$ cat src/rtl/sem_pkg.sv
// Shared types, constants and a helper function of the Sobel edge magnitude block.
package sem_pkg;

    // Configuration register indexes and widths
    localparam int CFG_IDX_W = 1;
    localparam int CFG_DATA_W = 11;
    localparam logic [CFG_IDX_W-1:0] REG_FRAME_WIDTH = 1'b0;
    localparam logic [CFG_IDX_W-1:0] REG_FRAME_HEIGHT = 1'b1;
    localparam logic [CFG_DATA_W-1:0] FRAME_WIDTH_RESET = 11'd640;
    localparam logic [CFG_DATA_W-1:0] FRAME_HEIGHT_RESET = 11'd480;

    // Pixel and arithmetic widths
    localparam int CH_W = 8;
    localparam int NUM_CH = 3;
    localparam int PIX_W = CH_W * NUM_CH;
    localparam int GRAD_W = 11;
    localparam int SUM_W = 21;
    localparam int ROOT_W = 8;
    localparam int VAL_W = 16;
    localparam logic [SUM_W-1:0] SAT_LIMIT = 21'd65280;
    localparam int QUEUE_DEPTH = 2;
    localparam int QPTR_W = 1;
    localparam int QCNT_W = 2;

    typedef enum logic {
        F_IDLE,
        F_LOAD
    } front_state_t;

    typedef enum logic [1:0] {
        B_IDLE,
        B_SQUARE,
        B_ROOT,
        B_FINAL
    } back_state_t;

    typedef struct packed {
        logic [GRAD_W-1:0] gx;
        logic [GRAD_W-1:0] gy;
    } grad_t;

    // One queued job: gradients of the three channels and the frame end flag
    typedef struct packed {
        grad_t [NUM_CH-1:0] grad;
        logic               last;
    } q_entry_t;

    typedef struct packed {
        logic full;
        logic empty;
    } q_status_t;

    // Gradients of a 3x3 neighbourhood, a[0] top left in raster order.
    function automatic grad_t sobel_grad(input logic [8:0][CH_W-1:0] a);
        logic signed [GRAD_W-1:0] e [9];
        grad_t g;
        for (int i = 0; i < 9; i++)
        begin
            e[i] = $signed({{(GRAD_W-CH_W){1'b0}}, a[i]});
        end
        g.gx = (e[2] - e[0]) + ((e[5] - e[3]) <<< 1) + (e[8] - e[6]);
        g.gy = (e[6] - e[0]) + ((e[7] - e[1]) <<< 1) + (e[8] - e[2]);
        return g;
    endfunction

endpackage

$ cat src/rtl/sem_queue.sv
// Two-entry queue of gradient jobs between the front and the back.
module sem_queue (
    input  logic              clk,
    input  logic              rst_n,
    input  logic              push,
    input  sem_pkg::q_entry_t push_data,
    input  logic              pop,
    output sem_pkg::q_entry_t pop_data,
    output sem_pkg::q_status_t stat
);
    import sem_pkg::*;

    q_entry_t          mem_reg [QUEUE_DEPTH];
    logic [QPTR_W-1:0] wr_ptr_reg;
    logic [QPTR_W-1:0] rd_ptr_reg;
    logic [QCNT_W-1:0] count_reg;

    assign stat.full = (count_reg == QCNT_W'(QUEUE_DEPTH));
    assign stat.empty = (count_reg == '0);
    assign pop_data = mem_reg[rd_ptr_reg];

    // Entry storage
    always_ff @(posedge clk)
    begin
        if (push)
        begin
            mem_reg[wr_ptr_reg] <= push_data;
        end
    end

    // Pointers and fill count
    always_ff @(posedge clk or negedge rst_n)
    begin
        if (!rst_n)
        begin
            wr_ptr_reg <= '0;
            rd_ptr_reg <= '0;
            count_reg <= '0;
        end
        else
        begin
            if (push)
            begin
                wr_ptr_reg <= wr_ptr_reg + 1'b1;
            end
            if (pop)
            begin
                rd_ptr_reg <= rd_ptr_reg + 1'b1;
            end
            if (push && !pop)
            begin
                count_reg <= count_reg + 1'b1;
            end
            else if (pop && !push)
            begin
                count_reg <= count_reg - 1'b1;
            end
        end
    end

`ifndef ASSERT_OFF
    a_no_pop_empty: assert property (@(posedge clk) disable iff (!rst_n)
        pop |-> !stat.empty) else $error("queue popped while empty");
    a_count_bound: assert property (@(posedge clk) disable iff (!rst_n)
        count_reg <= QCNT_W'(QUEUE_DEPTH)) else $error("queue count overflow");
    a_count_grow: assert property (@(posedge clk) disable iff (!rst_n)
        push && !pop |=> count_reg == $past(count_reg) + 1'b1)
        else $error("queue count did not grow on a lone push");
`endif
endmodule

$ cat config.mk
export PLATFORM = sky130hd
export DESIGN_NAME = sem_queue
export DESIGN_NICKNAME = d
export VERILOG_FILES = /design/src/rtl/sem_pkg.sv /design/src/rtl/sem_queue.sv
export SDC_FILE = /design/constraint.sdc
export NUM_CORES = 1
export LEC_CHECK = 0
export ABC_CLOCK_PERIOD_IN_PS = 9000
export BUFFER_PORTS_ARGS = -buffer_cell sky130_fd_sc_hd__clkbuf_2
export CORE_MARGIN = 5
export CORE_UTILIZATION = 56
export DETAILED_ROUTE_END_ITERATION = 6
export GPL_TIMING_DRIVEN = 0
export PLACE_DENSITY_LB_ADDON = 0.15
export SYNTH_ARGS = -nofsm -noshare
export SYNTH_HDL_FRONTEND = slang
export SYNTH_SLANG_ARGS = --single-unit
$ cat constraint.sdc
create_clock -name clk -period 9 [get_ports clk]
set_clock_uncertainty 0.05 [all_clocks]
set_input_delay 0.9 -clock clk [delete_from_list [all_inputs] [get_ports clk]]
set_output_delay 0.9 -clock clk [all_outputs]
set_load 0.005 [all_outputs]
# Word level (Yosys, flattened, before mapping)
# Memory sizes are Yosys's and may differ from the RTL's.
# Index checks and enable logic that the tools add are counted.
# Widths: inputs -> output; s select.
# totals
ram_bits	134
output_inout_bits	69
word_cells	19
inputBits	71
register_bits	4
mem_count	1
# classes
reduce_logical	6
muxes	4
eq_ne	1
add_sub_neg	4
# mem_list
name	words	width	rd	rd_ports_with_merged_regs	write_ports	line	rtl
mem_reg	2	67	1	0	1	sem_queue.sv:13	q_entry_t mem_reg [QUEUE_DEPTH];
# ops
cell	count
$mux 2	2
$add 1x1->1 const B	2
$add 2x1->2 const B	1
$eq 2x2->1 const B	1
$logic_and 1x1->1	2
$logic_not 1->1	2
$logic_not 2->1	1
$mux 1	2
$reduce_bool 2->1	1
$sub 2x1->2 const B	1

# Longest topological paths before layout
# Gate-level depths: netlist (run 1).
# depth
word_depth	4
ltp_mapped	5
mapped_depth_nobuf	5

# Worst setup path before layout (run 1)
# Ideal clock, no wire load.
# synth_path
kind	input-to-reg
from	input port push
to	memory mem_reg[0][0] (netlist name), enable pin
setup_time_ns	0.500
n_path_buf	0
arrival_ns	3.843
slack_ns	4.607
required_time_ns	8.450
stages	1
cell_sequence	nor2b_1
# synth_between
elab_chain_len	2
# synth_rtl
item	line	rtl
from (decl)	sem_queue.sv:5	input logic push,
$mux 1	sem_queue.sv:25	if (push)
$mux 1 (implied by the code)	sem_queue.sv:27	mem_reg[wr_ptr_reg] <= push_data;
to (decl)	sem_queue.sv:13	
# Every way passes these cells.

==> metrics.txt, run 1 <==
Die W=106 um; Syn Area/Cell=22.7 um2; routed vias/inst=5.08; Final Critical Period=2.70 ns; synth warn=0; n_diodes=0; Max Slew Vio Count=0; GRT Util Overall=17.3%; Die Ht=106 um; Mapped Area=5110 um2; post-synth cell types=14; Detailed Routing Iterations Pass 1=4; Synth Register Bits=138; Port Buf Inserts=139; area taken by flip-flops and latches=4120 um2; reg-to-reg slack, setup=7.12 ns; RSZ-0062 raised after global routing=no; R2R Path End=mem_reg[0][18]; worst r2r src=wr_ptr_reg; DR iter-0 viols=98; crit path launch type=flop; Power, Total=2.14 mW; DRC violation count after routing=0; root buf cell=clkbuf_8; Area Overhead vs Synth=29.4%; worst-case reg-to-reg path depth=3; Fill cells=535; CTS max path bufs=2; Seq/Total Area, Yosys=80.7%; GR Overflow Total=0; first-pass GRT wire length=14300 um; Rows=34; routed len/inst=18.1 um; drt total wl=9160 um; I/O Pins=140; CP Class=reg -> out; post-route ant nets=0; initial antenna violation count=0; critical path capture point type=primary output; largest net degree at the start of global routing=45; clk slew on worst S/H paths=0.06 ns; crit share post-route=30.0%; share of layout cells above drive strength 1=62.2%; vias in the first global route=2806; die area=11100 um2; Skew-Pair Late Insertion Delay=0.51 ns; CTS tree=done; Hold Slack=0.141 ns; TritonCTS Sinks=138; status=complete, no violations; Worst IR Drop VDD=0.219 mV; Max-Cap Viols=0; CP Max Fanout=10; Hold WC Path Type=in -> async; WP data required=8.05 ns; Synth Instances=225; worst rel slew slack=48.8%; Via Count=2576; Core Region=8810 um2; H-Tree Depth=4; setup TNS=0 ns; total count of hold-check failures in the final report=0; number of setup buffers added after CTS=0; Setup Viol. Count Final=0; Tightest Pin Transition=0.766 ns; CP arrival=1.75 ns; maximum achievable frequency=0.370 GHz; Initial Utilization=58.1%; multi-input logic area=922 um2; CTS Buf Count=17; Nets=458; Static Leak=2.64 nW; hold buffer count at cts=0; Cell Pwr Density=323 nW/um2; post-CTS sizing=0; max reg flops=134; HPWL Detailed=6250 um; Post-Syn Nets=297; Placer Congestion=0.706; Post-Route Utilization=75.1%
## cells by family after synthesis
kind of cell  after synthesis  share of synthesized area (%)
mux                        67                           16.2
flops                     138                           80.7
fa+ha+maj                   1                          0.245
xor+xnor                    5                          0.857
buf+inv                     9                           1.49
simple gates                5                          0.514
## area by class of cell
type | count | area share, %
inverters | 1 | 0.0567
plain buffers | 8 | 1.10
clock buffers | 18 | 6.32
well taps | 108 | 2.04
flip-flops and latches | 138 | 62.3
repair buffers | 142 | 11.6
multi-input cells | 78 | 13.9
clock inverters | 14 | 2.57
## power by group
part / internal, mW / leakage [nW] / switching, mW
registers: 0.853 / 1.30 / 0.0338
logic: 0.307 / 1.05 / 0.265
clock network: 0.423 / 0.281 / 0.258
total: 1.58 / 2.64 / 0.557
## stage by stage
stage	std cells	instance area (um2)	worst slack, ns
finish	507	6620	6.30
global route	507	6620	6.21
CTS	507	6620	6.25
detailed placement	475	6030	6.44
global placement	472	5940	2.76
floorplan	225	5110	4.61
## worst max path at each step
stage	slack, ns	endpoint	startpoint
3_3_place_gp	2.76	mem_reg[0][23]	push
6_report	6.30	pop_data[17]	rd_ptr_reg
2_1_floorplan	4.61	mem_reg[0][0]	push
4_1_cts	6.25	pop_data[65]	rd_ptr_reg
5_1_grt	6.21	pop_data[65]	rd_ptr_reg
3_5_place_dp	6.44	mem_reg[0][30]	push
## cells in the mapped netlist
cell type  number  share of area (%)
edfxtp_1      134                 79
mux2_2         47                 10
mux2_4         20                5.9
buf_2           4               0.39
dfrtp_1         4                2.0
xor2_1          4               0.69
buf_6           2               0.44
buf_8           2               0.59
nor2_1          2               0.15
nor2b_1         2               0.24
and2_1          1               0.12
ha_1            1               0.24
inv_1           1              0.073
xnor2_1         1               0.17
## layout by cell type (no fill, tap or decap), types with 3 or more instances in the layout
| cell type | count |
|---|---|
| buf_2 | 4 |
| bufinv_16 | 3 |
| clkbuf_16 | 16 |
| clkbuf_2 | 139 |
| clkinv_4 | 3 |
| dfrtp_1 | 4 |
| edfxtp_1 | 134 |
| inv_6 | 3 |
| mux2_2 | 47 |
| mux2_4 | 20 |
| xor2_1 | 4 |
## metal layers
metal	routed length [um]	GRT usage, %	vias to the layer above
met4	118	6.38	0
met1	3520	18.9	1250
met2	4770	29.7	99
met5	0	0	-
li1	-	-	1216
met3	756	7.70	11
## worst max-delay path, cell delays in order (launching register included)
cell,delay (ns)
dfrtp_1,0.35
buf_6,0.12
buf_6,0.16
buf_8,0.18
mux2_4,0.31
clkbuf_2,0.11
Note: power is estimated with default switching activity, not from simulation.
==> run 2, diff against run 1 <==
--- a/config.mk
+++ b/config.mk
@@ -5,10 +5,10 @@
 export SDC_FILE = /design/constraint.sdc
 export NUM_CORES = 1
 export LEC_CHECK = 0
-export ABC_CLOCK_PERIOD_IN_PS = 9000
+export ABC_CLOCK_PERIOD_IN_PS = 2800
 export BUFFER_PORTS_ARGS = -buffer_cell sky130_fd_sc_hd__clkbuf_2
 export CORE_MARGIN = 5
-export CORE_UTILIZATION = 56
+export CORE_UTILIZATION = 52
 export DETAILED_ROUTE_END_ITERATION = 6
 export GPL_TIMING_DRIVEN = 0
 export PLACE_DENSITY_LB_ADDON = 0.15
==> constraint.sdc (replaced) <==
create_clock -name clk -period 2.8 [get_ports clk]
set_clock_uncertainty 0.05 [all_clocks]
set_input_delay 0.28 -clock clk [delete_from_list [all_inputs] [get_ports clk]]
set_output_delay 0.28 -clock clk [all_outputs]
set_load 0.005 [all_outputs]
==> metrics.txt, run 2 (synthesized netlist as in run 1, its figures left out) <==
crit path launch type=flop; critical path capture point type=primary output; Placer Congestion=0.660; most frequent cells in the layout=139 x clkbuf_2, 134 x edfxtp_1, 70 x dlygate4sd3_1; Final Critical Period=2.06 ns; Max Slew Vio Count=0; Rows=36; Static Leak=2.91 nW; CP arrival=1.73 ns; CTS Buf Count=17; Nets=528; leading cell type in the layout, fill and taps excluded=clkbuf_2; Clk pwr share=29.8%; Die Ht=109 um; clk slew on worst S/H paths=0.05 ns; total count of hold-check failures in the final report=0; Via Count=2846; maximum achievable frequency=0.486 GHz; GRT Util Overall=17.3%; initial antenna violation count=0; Worst IR Drop VDD=0.550 mV; Cell Pwr Density=931 nW/um2; routed len/inst=16.3 um; CTS max path bufs=2; routed vias/inst=4.73; sequential power share=42.0%; DR iter-0 viols=117; Area Overhead vs Synth=42.7%; H-Tree Depth=4; Setup Viol. Count Final=0; CTS tree=done; vias in the first global route=3111; Core Region=9680 um2; Hold Slack=0.0634 ns; DP Worst Slack=1.21 ns; crit share post-route=73.5%; largest net degree at the start of global routing=36; TritonCTS Sinks=138; Comb pwr share=28.2%; Detailed Routing Iterations Pass 1=4; Power, Total=6.79 mW; Skew-Pair Late Insertion Delay=0.50 ns; CP Class=reg -> out; setup TNS=0 ns; max reg flops=134; Initial Utilization=52.8%; die area=11900 um2; Tightest Pin Transition=0.472 ns; Hold WC Path Type=in -> async; I/O Pins=140; Psw=1.71 mW; drt total wl=9800 um; fin worst setup slack=0.743 ns; CP Max Fanout=10; GR Overflow Total=0; n_diodes=0; internal power=5.08 mW; RSZ-0062 raised after global routing=no; root buf cell=clkbuf_8; Die W=109 um; Port Buf Inserts=139; share of layout cells above drive strength 1=51.8%; first-pass GRT wire length=15100 um; DRC violation count after routing=0; post-route ant nets=0; HPWL Detailed=6000 um; Max-Cap Viols=0; status=complete, no violations; worst rel slew slack=68.5%; WP data required=2.47 ns; Switching Share=25.2%
## run 2: critical path, cell delays in order (launching register included)
cell	delay, ns
dfrtp_1	0.37
buf_6	0.12
buf_6	0.15
buf_8	0.16
mux2_4	0.30
clkbuf_2	0.11
## run 2: per-layer routing
metal  global-route usage (%)  wire length, um
met5                        0                0
met4                     6.49              102
met3                     6.22              686
met2                     31.1             5240
met1                     18.7             3760
## run 2: path summary, 6_finish.rpt
kind | cells past startpoint | slack (ns) | end | startpoint
min in group clk | 2 | 0.44 | mem_reg[0][0] | push_data[0]
setup / recovery | 5 | 0.74 | pop_data[24] | rd_ptr_reg
max in group asynchronous | 2 | 2.51 | count_reg[0] | rst_n
setup reg to reg | 2 | 1.23 | mem_reg[1][32] | wr_ptr_reg
hold reg to reg | 1 | 0.47 | count_reg[1] | count_reg[1]
hold / removal | 2 | 0.06 | count_reg[1] | rst_n
## run 2: layout make-up
cell class | count | area [um2]
sequential | 138 | 4120
fill | 579 | 2390
timing repair buffer | 212 | 1460
multi-input combinational | 78 | 922
clock buffer | 30 | 513
tap | 133 | 166
buffer | 8 | 72.6
clock inverter | 2 | 35.0
inverter | 1 | 3.75
## run 2: timing repair
item,4_1_cts,5_1_grt
endpoints found under the hold margin,140,0
buffers inserted,0,0
hold buffers,70,0
resized for setup,0,0
## run 2: per-stage QoR
step | area (um2) | util (%) | instances
6_report | 7290 | 75.3 | 602
5_1_grt | 7290 | 75.3 | 602
4_1_cts | 7290 | 75.3 | 602
3_5_place_dp | 6040 | 62.4 | 500
3_3_place_gp | 5980 | 61.7 | 497
2_1_floorplan | 5110 | - | 225
## run 2: power groups by stage
stage	logic [mW]	clock network, mW	registers (mW)
finish	1.91	2.02	2.85
global route	2.07	2.18	2.88
detailed placement	1.86	0	2.89
CTS	1.95	2.06	2.85
global placement	1.78	0	2.90
floorplan	1.11	0	2.88
