==> config.mk <==
export PLATFORM = sky130hd
export DESIGN_NAME = sem_back_flat
export DESIGN_NICKNAME = d
export VERILOG_FILES = /design/src/rtl/sem_pkg.sv /design/src/rtl/sem_ifs.sv /design/src/rtl/sem_back.sv /design/src/flat_wrapper.sv
export SDC_FILE = /design/constraint.sdc
export NUM_CORES = 2
export LEC_CHECK = 0
export ABC_AREA = 1
export BUFFER_PORTS_ARGS = -buffer_cell sky130_fd_sc_hd__buf_2
export CELL_PAD_IN_SITES_DETAIL_PLACEMENT = 0
export CELL_PAD_IN_SITES_GLOBAL_PLACEMENT = 2
export CORE_MARGIN = 2
export CORE_UTILIZATION = 35
export CTS_BUF_LIST = sky130_fd_sc_hd__clkbuf_8
export DETAILED_ROUTE_END_ITERATION = 7
export PLACE_DENSITY_LB_ADDON = 0.1
export SLEW_MARGIN = 20
export SYNTH_ARGS = -nofsm -noshare
export SYNTH_HDL_FRONTEND = slang
export SYNTH_SLANG_ARGS = --single-unit
==> constraint.sdc <==
create_clock -name clk -period 18.2 [get_ports clk]
set_input_delay 0 -clock clk [delete_from_list [all_inputs] [get_ports clk]]
set_output_delay 0 -clock clk [all_outputs]
set_load 0.02 [all_outputs]
==> src/rtl/sem_pkg.sv <==
// Shared types, constants and a helper function of the Sobel edge magnitude block.
package sem_pkg;

    // Configuration register indexes and widths
    localparam int CFG_IDX_W = 1;
    localparam int CFG_DATA_W = 11;
    localparam logic [CFG_IDX_W-1:0] REG_FRAME_WIDTH = 1'b0;
    localparam logic [CFG_IDX_W-1:0] REG_FRAME_HEIGHT = 1'b1;
    localparam logic [CFG_DATA_W-1:0] FRAME_WIDTH_RESET = 11'd640;
    localparam logic [CFG_DATA_W-1:0] FRAME_HEIGHT_RESET = 11'd480;

    // Pixel and arithmetic widths
    localparam int CH_W = 8;
    localparam int NUM_CH = 3;
    localparam int PIX_W = CH_W * NUM_CH;
    localparam int GRAD_W = 11;
    localparam int SUM_W = 21;
    localparam int ROOT_W = 8;
    localparam int VAL_W = 16;
    localparam logic [SUM_W-1:0] SAT_LIMIT = 21'd65280;
    localparam int QUEUE_DEPTH = 2;
    localparam int QPTR_W = 1;
    localparam int QCNT_W = 2;

    typedef enum logic {
        F_IDLE,
        F_LOAD
    } front_state_t;

    typedef enum logic [1:0] {
        B_IDLE,
        B_SQUARE,
        B_ROOT,
        B_FINAL
    } back_state_t;

    typedef struct packed {
        logic [GRAD_W-1:0] gx;
        logic [GRAD_W-1:0] gy;
    } grad_t;

    // One queued job: gradients of the three channels and the frame end flag
    typedef struct packed {
        grad_t [NUM_CH-1:0] grad;
        logic               last;
    } q_entry_t;

    typedef struct packed {
        logic full;
        logic empty;
    } q_status_t;

    // Gradients of a 3x3 neighbourhood, a[0] top left in raster order.
    function automatic grad_t sobel_grad(input logic [8:0][CH_W-1:0] a);
        logic signed [GRAD_W-1:0] e [9];
        grad_t g;
        for (int i = 0; i < 9; i++)
        begin
            e[i] = $signed({{(GRAD_W-CH_W){1'b0}}, a[i]});
        end
        g.gx = (e[2] - e[0]) + ((e[5] - e[3]) <<< 1) + (e[8] - e[6]);
        g.gy = (e[6] - e[0]) + ((e[7] - e[1]) <<< 1) + (e[8] - e[2]);
        return g;
    endfunction

endpackage

==> src/rtl/sem_ifs.sv <==


interface sem_out_if;
    logic       valid;
    logic       ready;
    logic [7:0] red_edge;
    logic [7:0] green_edge;
    logic [7:0] blue_edge;
    logic       frame_last;
    modport source (output valid, red_edge, green_edge, blue_edge, frame_last, input ready);
    modport sink (input valid, red_edge, green_edge, blue_edge, frame_last, output ready);
endinterface


==> src/rtl/sem_back.sv <==
// Back end: squares the gradients, takes a rounded square root per channel, holds the result.
module sem_back (
    input  logic               clk,
    input  logic               rst_n,
    output logic               q_pop,
    input  sem_pkg::q_entry_t  q_data,
    input  sem_pkg::q_status_t q_stat,
    sem_out_if.source          edge_out
);
    import sem_pkg::*;

    back_state_t        state_reg, state_next;
    q_entry_t           job_reg;
    logic [VAL_W-1:0]   val_reg [NUM_CH];
    logic [NUM_CH-1:0]  sat_reg;
    logic [ROOT_W-1:0]  root_reg [NUM_CH];
    logic [ROOT_W-1:0]  root_next [NUM_CH];
    logic [2:0]         bit_reg;
    logic               out_valid_reg;
    logic [CH_W-1:0]    res_reg [NUM_CH];
    logic [CH_W-1:0]    res_next [NUM_CH];
    logic               last_reg;
    logic               out_free;
    logic [SUM_W-1:0]   sum [NUM_CH];

    assign out_free = !out_valid_reg || edge_out.ready;
    assign edge_out.valid = out_valid_reg;
    assign edge_out.red_edge = res_reg[0];
    assign edge_out.green_edge = res_reg[1];
    assign edge_out.blue_edge = res_reg[2];
    assign edge_out.frame_last = last_reg;

    // Sequencer
    always_comb
    begin
        state_next = state_reg;
        q_pop = 1'b0;
        case (state_reg)
            B_IDLE:
            begin
                if (!q_stat.empty)
                begin
                    q_pop = 1'b1;
                    state_next = B_SQUARE;
                end
            end
            B_SQUARE:
            begin
                state_next = B_ROOT;
            end
            B_ROOT:
            begin
                if (bit_reg == '0)
                    state_next = B_FINAL;
            end
            B_FINAL:
            begin
                if (out_free)
                    state_next = B_IDLE;
            end
            default:
            begin
                state_next = B_IDLE;
            end
        endcase
    end

    // Sum of squares, one root bit per cycle, and the rounding step
    always_comb
    begin
        logic signed [2*GRAD_W-1:0] sqx;
        logic signed [2*GRAD_W-1:0] sqy;
        logic [ROOT_W-1:0]          trial;
        logic [VAL_W-1:0]           fsq;
        logic [VAL_W-1:0]           diff;
        for (int c = 0; c < NUM_CH; c++)
        begin
            sqx = $signed(job_reg.grad[c].gx) * $signed(job_reg.grad[c].gx);
            sqy = $signed(job_reg.grad[c].gy) * $signed(job_reg.grad[c].gy);
            sum[c] = SUM_W'($unsigned(sqx)) + SUM_W'($unsigned(sqy));
            trial = root_reg[c] | (ROOT_W'(1) << bit_reg);
            if (VAL_W'(trial) * VAL_W'(trial) <= val_reg[c])
                root_next[c] = trial;
            else
                root_next[c] = root_reg[c];
            fsq = VAL_W'(root_reg[c]) * VAL_W'(root_reg[c]);
            diff = val_reg[c] - fsq;
            if (sat_reg[c])
                res_next[c] = '1;
            else if (diff <= VAL_W'(root_reg[c]))
                res_next[c] = root_reg[c];
            else
                res_next[c] = root_reg[c] + 1'b1;
        end
    end

    // Control registers
    always_ff @(posedge clk or negedge rst_n)
    begin
        if (!rst_n)
        begin
            state_reg <= B_IDLE;
            out_valid_reg <= 1'b0;
        end
        else
        begin
            state_reg <= state_next;
            if (state_reg == B_FINAL && out_free)
                out_valid_reg <= 1'b1;
            else if (edge_out.ready)
                out_valid_reg <= 1'b0;
        end
    end

    // Datapath registers
    always_ff @(posedge clk)
    begin
        if (q_pop)
        begin
            job_reg <= q_data;
        end
        case (state_reg)
            B_SQUARE:
            begin
                bit_reg <= 3'd7;
                for (int c = 0; c < NUM_CH; c++)
                begin
                    sat_reg[c] <= sum[c] > SAT_LIMIT;
                    val_reg[c] <= sum[c][VAL_W-1:0];
                    root_reg[c] <= '0;
                end
            end
            B_ROOT:
            begin
                bit_reg <= bit_reg - 1'b1;
                for (int c = 0; c < NUM_CH; c++)
                begin
                    root_reg[c] <= root_next[c];
                end
            end
            B_FINAL:
            begin
                if (out_free)
                begin
                    for (int c = 0; c < NUM_CH; c++)
                    begin
                        res_reg[c] <= res_next[c];
                    end
                    last_reg <= job_reg.last;
                end
            end
            default:
            begin
            end
        endcase
    end

`ifndef ASSERT_OFF
    a_pop_idle: assert property (@(posedge clk) disable iff (!rst_n)
        q_pop |-> state_reg == B_IDLE) else $error("pop outside idle");
    a_square_to_root: assert property (@(posedge clk) disable iff (!rst_n)
        state_reg == B_SQUARE |=> state_reg == B_ROOT && bit_reg == 3'd7)
        else $error("root iteration did not start at the top bit");
    a_root_holds_sat: assert property (@(posedge clk) disable iff (!rst_n)
        state_reg == B_ROOT |=> $stable(sat_reg)) else $error("saturation flag changed");
`endif
endmodule

==> src/flat_wrapper.sv <==
// flat-port wrapper written by rule: the top's interface ports become plain ports
module sem_back_flat import sem_pkg::*;
  (clk, rst_n, q_pop, q_data, q_stat, edge_out_valid, edge_out_red_edge, edge_out_green_edge, edge_out_blue_edge, edge_out_frame_last, edge_out_ready);
  sem_out_if edge_out_i ();
  input  logic clk;
  input  logic rst_n;
  output logic q_pop;
  input  sem_pkg::q_entry_t q_data;
  input  sem_pkg::q_status_t q_stat;
  output wire logic [$bits(edge_out_i.valid)-1:0] edge_out_valid;
  output wire logic [$bits(edge_out_i.red_edge)-1:0] edge_out_red_edge;
  output wire logic [$bits(edge_out_i.green_edge)-1:0] edge_out_green_edge;
  output wire logic [$bits(edge_out_i.blue_edge)-1:0] edge_out_blue_edge;
  output wire logic [$bits(edge_out_i.frame_last)-1:0] edge_out_frame_last;
  input wire logic [$bits(edge_out_i.ready)-1:0] edge_out_ready;
  assign edge_out_valid = edge_out_i.valid;
  assign edge_out_red_edge = edge_out_i.red_edge;
  assign edge_out_green_edge = edge_out_i.green_edge;
  assign edge_out_blue_edge = edge_out_i.blue_edge;
  assign edge_out_frame_last = edge_out_i.frame_last;
  assign edge_out_i.ready = edge_out_ready;
  sem_back u_core (.clk(clk), .rst_n(rst_n), .q_pop(q_pop), .q_data(q_data), .q_stat(q_stat), .edge_out(edge_out_i));
endmodule
; ---- Word-level counts from Yosys, hierarchy flattened
; Memory sizes are Yosys's and may differ from the RTL's.
; Index checks and enable logic that the tools add are counted.
[classes]
mul = 12
eq_ne = 6
magnitude_cmp = 9
shifts = 1
div_mod_pow = 0
n_mux = 28
reduce_logical = 9
bitwise = 6
addsub = 10
[ops]
columns = op, count
row1 = $mul A11 B11 Y21, 6
row2 = $mul A8 B8 Y16, 6
row3 = $mux W8, 12
row4 = $add A21 B21 Y21, 3
row5 = $gt A21 B16 Y1 const B, 3
row6 = $le A16 B16 Y1, 3
row7 = $le A16 B8 Y1, 3
row8 = $sub A16 B16 Y16, 3
row9 = $add A8 B1 Y8 const B, 3
row10 = $or A8 B8 Y8, 3
row11 = $mux W1, 11
row12 = $pmux W2 S4, 1
row13 = $shl A1 B3 Y8 const A, 1
row14 = $mux W2, 3
row15 = $pmux W3 S2, 1
row16 = $eq A2 B2 Y1 const B, 2
row17 = $ne A2 B1 Y1 const B, 2
row18 = $reduce_bool A2 Y1, 2
row19 = $logic_not A3 Y1, 1
row20 = $or A1 B1 Y1, 3
row21 = $reduce_and A3 Y1, 1
row22 = $sub A3 B1 Y3 const B, 1
row23 = $eq A2 B1 Y1 const B, 1
row24 = $logic_not A2 Y1, 1
row25 = other kinds (5), 5
[word_totals]
latchBits = 0
mem_bits_ro = 0
input_bits = 72
mem_bits_rw = 96
out_inout_bits = 27
word_cells = 96
n_memories = 3
regBits = 77
[mem_list]
columns = memory, words, width, rd, rd_ports_with_merged_regs, write_ports, line
row1 = u_core.val_reg, 3, 16, 3, 0, 3, sem_back.sv:14  ; logic [VAL_W-1:0] val_reg [NUM_CH];
row2 = u_core.res_reg, 3, 8, 3, 0, 3, sem_back.sv:20  ; logic [CH_W-1:0] res_reg [NUM_CH];
row3 = u_core.root_reg, 3, 8, 3, 0, 3, sem_back.sv:16  ; logic [ROOT_W-1:0] root_reg [NUM_CH];

; ---- Depth between registers and ports, before layout
[depth]
word_depth = 6
mapped_depth = 39
mapped_depth_nobuf = 39

; ---- Worst setup path after synthesis
; No wires, ideal clock.
[synth_path]
path_kind = register -> register
from = register u_core.job_reg[33] in the netlist's numbering
to = register u_core.sat_reg[1], data pin
t_required_ns = 17.935
stages_incl_launch_ff = 28
arrival_ns = 5.907
setup_ns = 0.265
period_less_slack_ns = 6.172
n_path_buf = 1
path_slack_ns = 12.028
cell_sequence = edfxtp_1 clkbuf_1 nand2_1 fa_1 inv_1 fa_1 inv_1 fa_1 inv_1 fa_1 fa_1 inv_1 fa_1 fa_1 inv_1 ha_1 nand2_1 nor2_1 nand2_1 and2_0 nand2_1 nand2_1 nand2_1 nand2_1 nor2_1 nand2_1 nor2_1 o211ai_1
[synth_between]
elab_chain_len = 3
[synth_lines]
columns = element, line
row1 = "start, declared", sem_back.sv:13  ; q_entry_t job_reg;
row2 = "start signal, assigned", sem_back.sv:120  ; job_reg <= q_data;
row3 = $mul A11 B11 Y21, sem_back.sv:79  ; sqy = $signed(job_reg.grad[c].gy) * $signed(job_reg.grad[c].gy);
row4 = $add A21 B21 Y21, sem_back.sv:80  ; sum[c] = SUM_W'($unsigned(sqx)) + SUM_W'($unsigned(sqy));
row5 = $gt A21 B16 Y1, sem_back.sv:128  ; sat_reg[c] <= sum[c] > SAT_LIMIT;
row6 = "end signal, assigned by index", sem_back.sv:128
row7 = "end, declared", sem_back.sv:15  ; logic [NUM_CH-1:0] sat_reg;
; Every way passes these cells.
; A chain may end at the register's enable or synchronous reset.

; ---- Final worst setup path
; Same ends and word-level chain as after synthesis.

==> flow_summary.rst <==
.. list-table::
   :header-rows: 1

   * - Metric
     - Value
   * - Status
     - completed
   * - Area growth from synthesis to layout
     - 8.856%
   * - Worst-skew pair later-pin latency
     - 0.67 ns
   * - Max capacitance violation total
     - 0
   * - Top_reg_cell synth
     - edfxtp_1
   * - Routability congestion estimate from global placement
     - around 0.8
   * - Remaining global-route overflow
     - 0
   * - Flip-flop count of the largest register, all copies and words added
     - 67
   * - Detail-routed net length per standard cell
     - about 15 µm
   * - Final setup TNS
     - 0 ns
   * - H-Tree Level Count
     - 4
   * - Proportion of register bits with asynchronous set or reset after synthesis
     - 1.734%
   * - Data required time of the critical path
     - around 19 ns
   * - Max Slew Vio Count
     - 0
   * - Number of setup violations in the final report
     - 0
   * - Count of input and output buffers
     - slightly below 100
   * - Syn_area_per_cell
     - 8.262 µm²
   * - Number of design rule violations left after detail routing
     - 0
   * - Number of distinct library cell variants in the gate-level netlist after synthesis
     - 47
   * - Slew of the pin with the lowest slew margin
     - 1.013 ns
   * - Synthesized cell area
     - 0.04678 mm²
   * - Combined area of the multi-input logic cells
     - 0.03439 mm²
   * - Initial standard-cell utilization of the core
     - 35.14%
   * - Std-Cell Rows
     - about 130
   * - Maximum net fanout on the critical path
     - 16
   * - Iter 0 DRT Violations
     - 1518
   * - Via count normalized by instance count
     - 4.367
   * - Worst clock skew on the final layout
     - 0.03058 ns
   * - Minimum period implied by the final worst setup slack
     - approximately 7.5 ns
   * - Unrepaired setup endpoints after global routing
     - false
   * - Final routed wirelength across all metal layers
     - 116500 µm
   * - Num Clock Sinks
     - approximately 170
   * - First-pass GRT wire length
     - just under 200000 µm
   * - Post-layout net count
     - 7298
   * - Initial antenna violation count
     - 3
   * - Critical Path End Type
     - flip-flop
   * - Die area
     - between 0.1 and 0.15 mm²
   * - FF+latch area
     - 0.005180 mm²
   * - Fillcell total
     - 14158
   * - Worst hold-check path type
     - input port to flip-flop
   * - Post-DP HPWL
     - 100700 µm
   * - Top Ports
     - 99
   * - Headroom to the max-slew limit
     - 32.33%
   * - Yosys warnings
     - 0
   * - Ratio of cells with drive above 1 in the final layout
     - 4.095%
   * - Number of synthesized register bits
     - 173
   * - Number of clock buffers inserted by TritonCTS
     - 17
   * - Bufs on Longest Clock Path
     - 2
   * - Highest attainable clock frequency
     - 134.1 MHz
   * - Sequential cell area fraction in the yosys report
     - 11.07%
   * - Routed Antenna Nets
     - 0
   * - Period utilization
     - 40.98%
   * - Kind of critical path
     - flip-flop to flip-flop
   * - Core box area
     - approximately 0.13 mm²
   * - Gate count of the mapped netlist
     - 5662
   * - Pin count of the biggest net entering global routing
     - 53
   * - Vias in the first global route
     - 35916
   * - Number of setup buffers added after CTS
     - 0
   * - Startpoint types
     - flip-flop
   * - TritonCTS clock tree
     - done
   * - Total via count in the routed design
     - 33241
   * - Number of endpoints with negative hold slack in the final report
     - 0
   * - Synthesized Nets
     - roughly 7000
   * - First-pass DRT Iterations
     - 7
   * - CTS root buffer
     - clkbuf_8
   * - Global-route usage over all layers
     - 18.20%
   * - Clock edge transition at the registers on the reported setup and hold paths
     - 0.12 ns
   * - Data arrival at the endpoint of the critical path
     - 7.85 ns
   * - Floorplan die width
     - ~370 µm
   * - Number of synthesized flops with an enable pin
     - between 150 and 200
   * - Chip height
     - 369.6 µm
Yosys cell counts (8+ instances only):
cell          n  area share [%]
xnor2_1      69             1.3
o21bai_1     10            0.16
o21ai_0      44            0.47
fa_1        867              37
nand3_1     157             1.7
nor3_1       14            0.15
edfxtp_1    170              11
inv_2        20            0.16
xor2_1      119             2.2
nand2_2      23            0.31
nand4_1      27            0.36
a31oi_1       8            0.11
or2_2        19            0.25
o2111ai_1    26            0.49
nand3b_1     19            0.30
nand2_1    1183             9.5
a21oi_1     123             1.3
clkbuf_1     99            0.79
a21o_1       15            0.24
nor2_1      242             1.9
ha_1        535              14
inv_1      1795              14
clkinv_1      8           0.064
worst paths after layout:
path	start	end	slack [ns]	cells after the start
max	u_core.job_reg[33]	u_core.sat_reg[1]	10.74	23
min	q_data[22]	u_core.job_reg[22]	0.1	2
max reg2reg	u_core.job_reg[33]	u_core.sat_reg[1]	10.74	23
min reg2reg	u_core.job_reg[0]	u_core.edge_out.frame_last	0.44	0
max in group asynchronous	rst_n	u_core.edge_out.valid	17.83	3
min in group asynchronous	rst_n	u_core.state_reg[1]	0.20	3
what timing repair did:
action,4_1_cts,5_1_grt
endpoints found under the hold margin,126,0
hold buffers,131,0
gates resized for setup,0,0
cell families (layout without fill, tap and decap cells):
| family | after synthesis | in the layout | share of synthesized area [%] |
|---|---|---|---|
| buffers and inverters | 1925 | 2100 | 15.45 |
| and+or+nand+nor | 1718 | 1718 | 15.17 |
| adders and majority gates | 1402 | 1402 | 51.41 |
| AOI/OAI and AO/OA | 253 | 253 | 3.330 |
| xor gates and xnor gates | 188 | 188 | 3.520 |
| DFF | 173 | 173 | 11.07 |
| other | 2 | 8 | 0.01605 |
| muxes | 1 | 1 | 0.02407 |
metal layers:
layer  vias to the layer above  share of wire, %  global-route usage (%)
li1                      16738                 -                       -
met1                     16163                49                   25.69
met2                       290                48                   30.44
met3                        50               2.2                   2.201
met4                         0              0.92                   2.666
met5                         -                 0                       0
final cells by class:
cell class	instances	share of cell area (%)
Multi-Input combinational cell	3564	67.54
Clock buffer	17	0.4595
Sequential cell	173	10.17
Timing Repair Buffer	245	3.779
Tap cell	1768	4.344
Clock inverter	15	0.2408
Inverter	1823	13.44
Antenna cell	6	0.02948
cells in the final DEF, fill, tap and decap left out, types with 8 or more instances in the layout:
cell | netlist | layout
inv_1 | 1795 | 1797
xnor2_1 | 69 | 69
edfxtp_1 | 170 | 170
o21bai_1 | 10 | 10
or2_2 | 19 | 19
a21oi_1 | 123 | 122
buf_2 | 3 | 97
inv_2 | 20 | 20
nand3_1 | 157 | 157
nand4_1 | 27 | 27
o21ai_0 | 44 | 44
nor2_1 | 242 | 241
ha_1 | 535 | 534
nand2_1 | 1183 | 1183
clkinv_1 | 8 | 10
fa_1 | 867 | 867
nand3b_1 | 19 | 19
dlygate4sd3_1 | 0 | 131
nor3_1 | 14 | 14
a21o_1 | 15 | 15
xor2_1 | 119 | 119
nand2_2 | 23 | 23
clkbuf_8 | 0 | 17
o2111ai_1 | 26 | 26
buf_4 | 0 | 17
a31oi_1 | 8 | 8
through the flow:
step | utilization, % | hold WS (ns) | instance area [µm²] | setup WS, ns | cells
finish | 38.25 | 0.09566 | 50920 | 10.74 | 7611
global route | 38.25 | 0.04025 | 50920 | 10.09 | 7611
CTS | 38.24 | 0.007240 | 50910 | 10.64 | 7605
detailed placement | 36.99 | -0.1935 | 49240 | 10.69 | 7442
global placement | 36.99 | -0.1938 | 49240 | 10.72 | 7442
floorplan | - | -0.2956 | 46780 | 12.03 | 5662
worst max-delay path: stages (launching register included):
cell      delay, ns
edfxtp_1       0.82
nand2_1        0.41
inv_1          0.44
fa_1           0.52
fa_1           0.51
inv_1          0.06
fa_1           0.49
inv_1          0.05
fa_1           0.57
inv_1          0.07
fa_1           0.51
fa_1           0.45
fa_1           0.50
inv_1          0.05
ha_1           0.39
inv_1          0.08
nor3_1         0.27
inv_1          0.07
o211ai_1       0.28
inv_1          0.07
nand2_1        0.07
nand2_1        0.04
nor2_1         0.31
o211ai_1       0.14
Power is left out: the tool's default activity adds up to more than one toggle a clock period on the data nets, which glitch-free logic cannot reach.
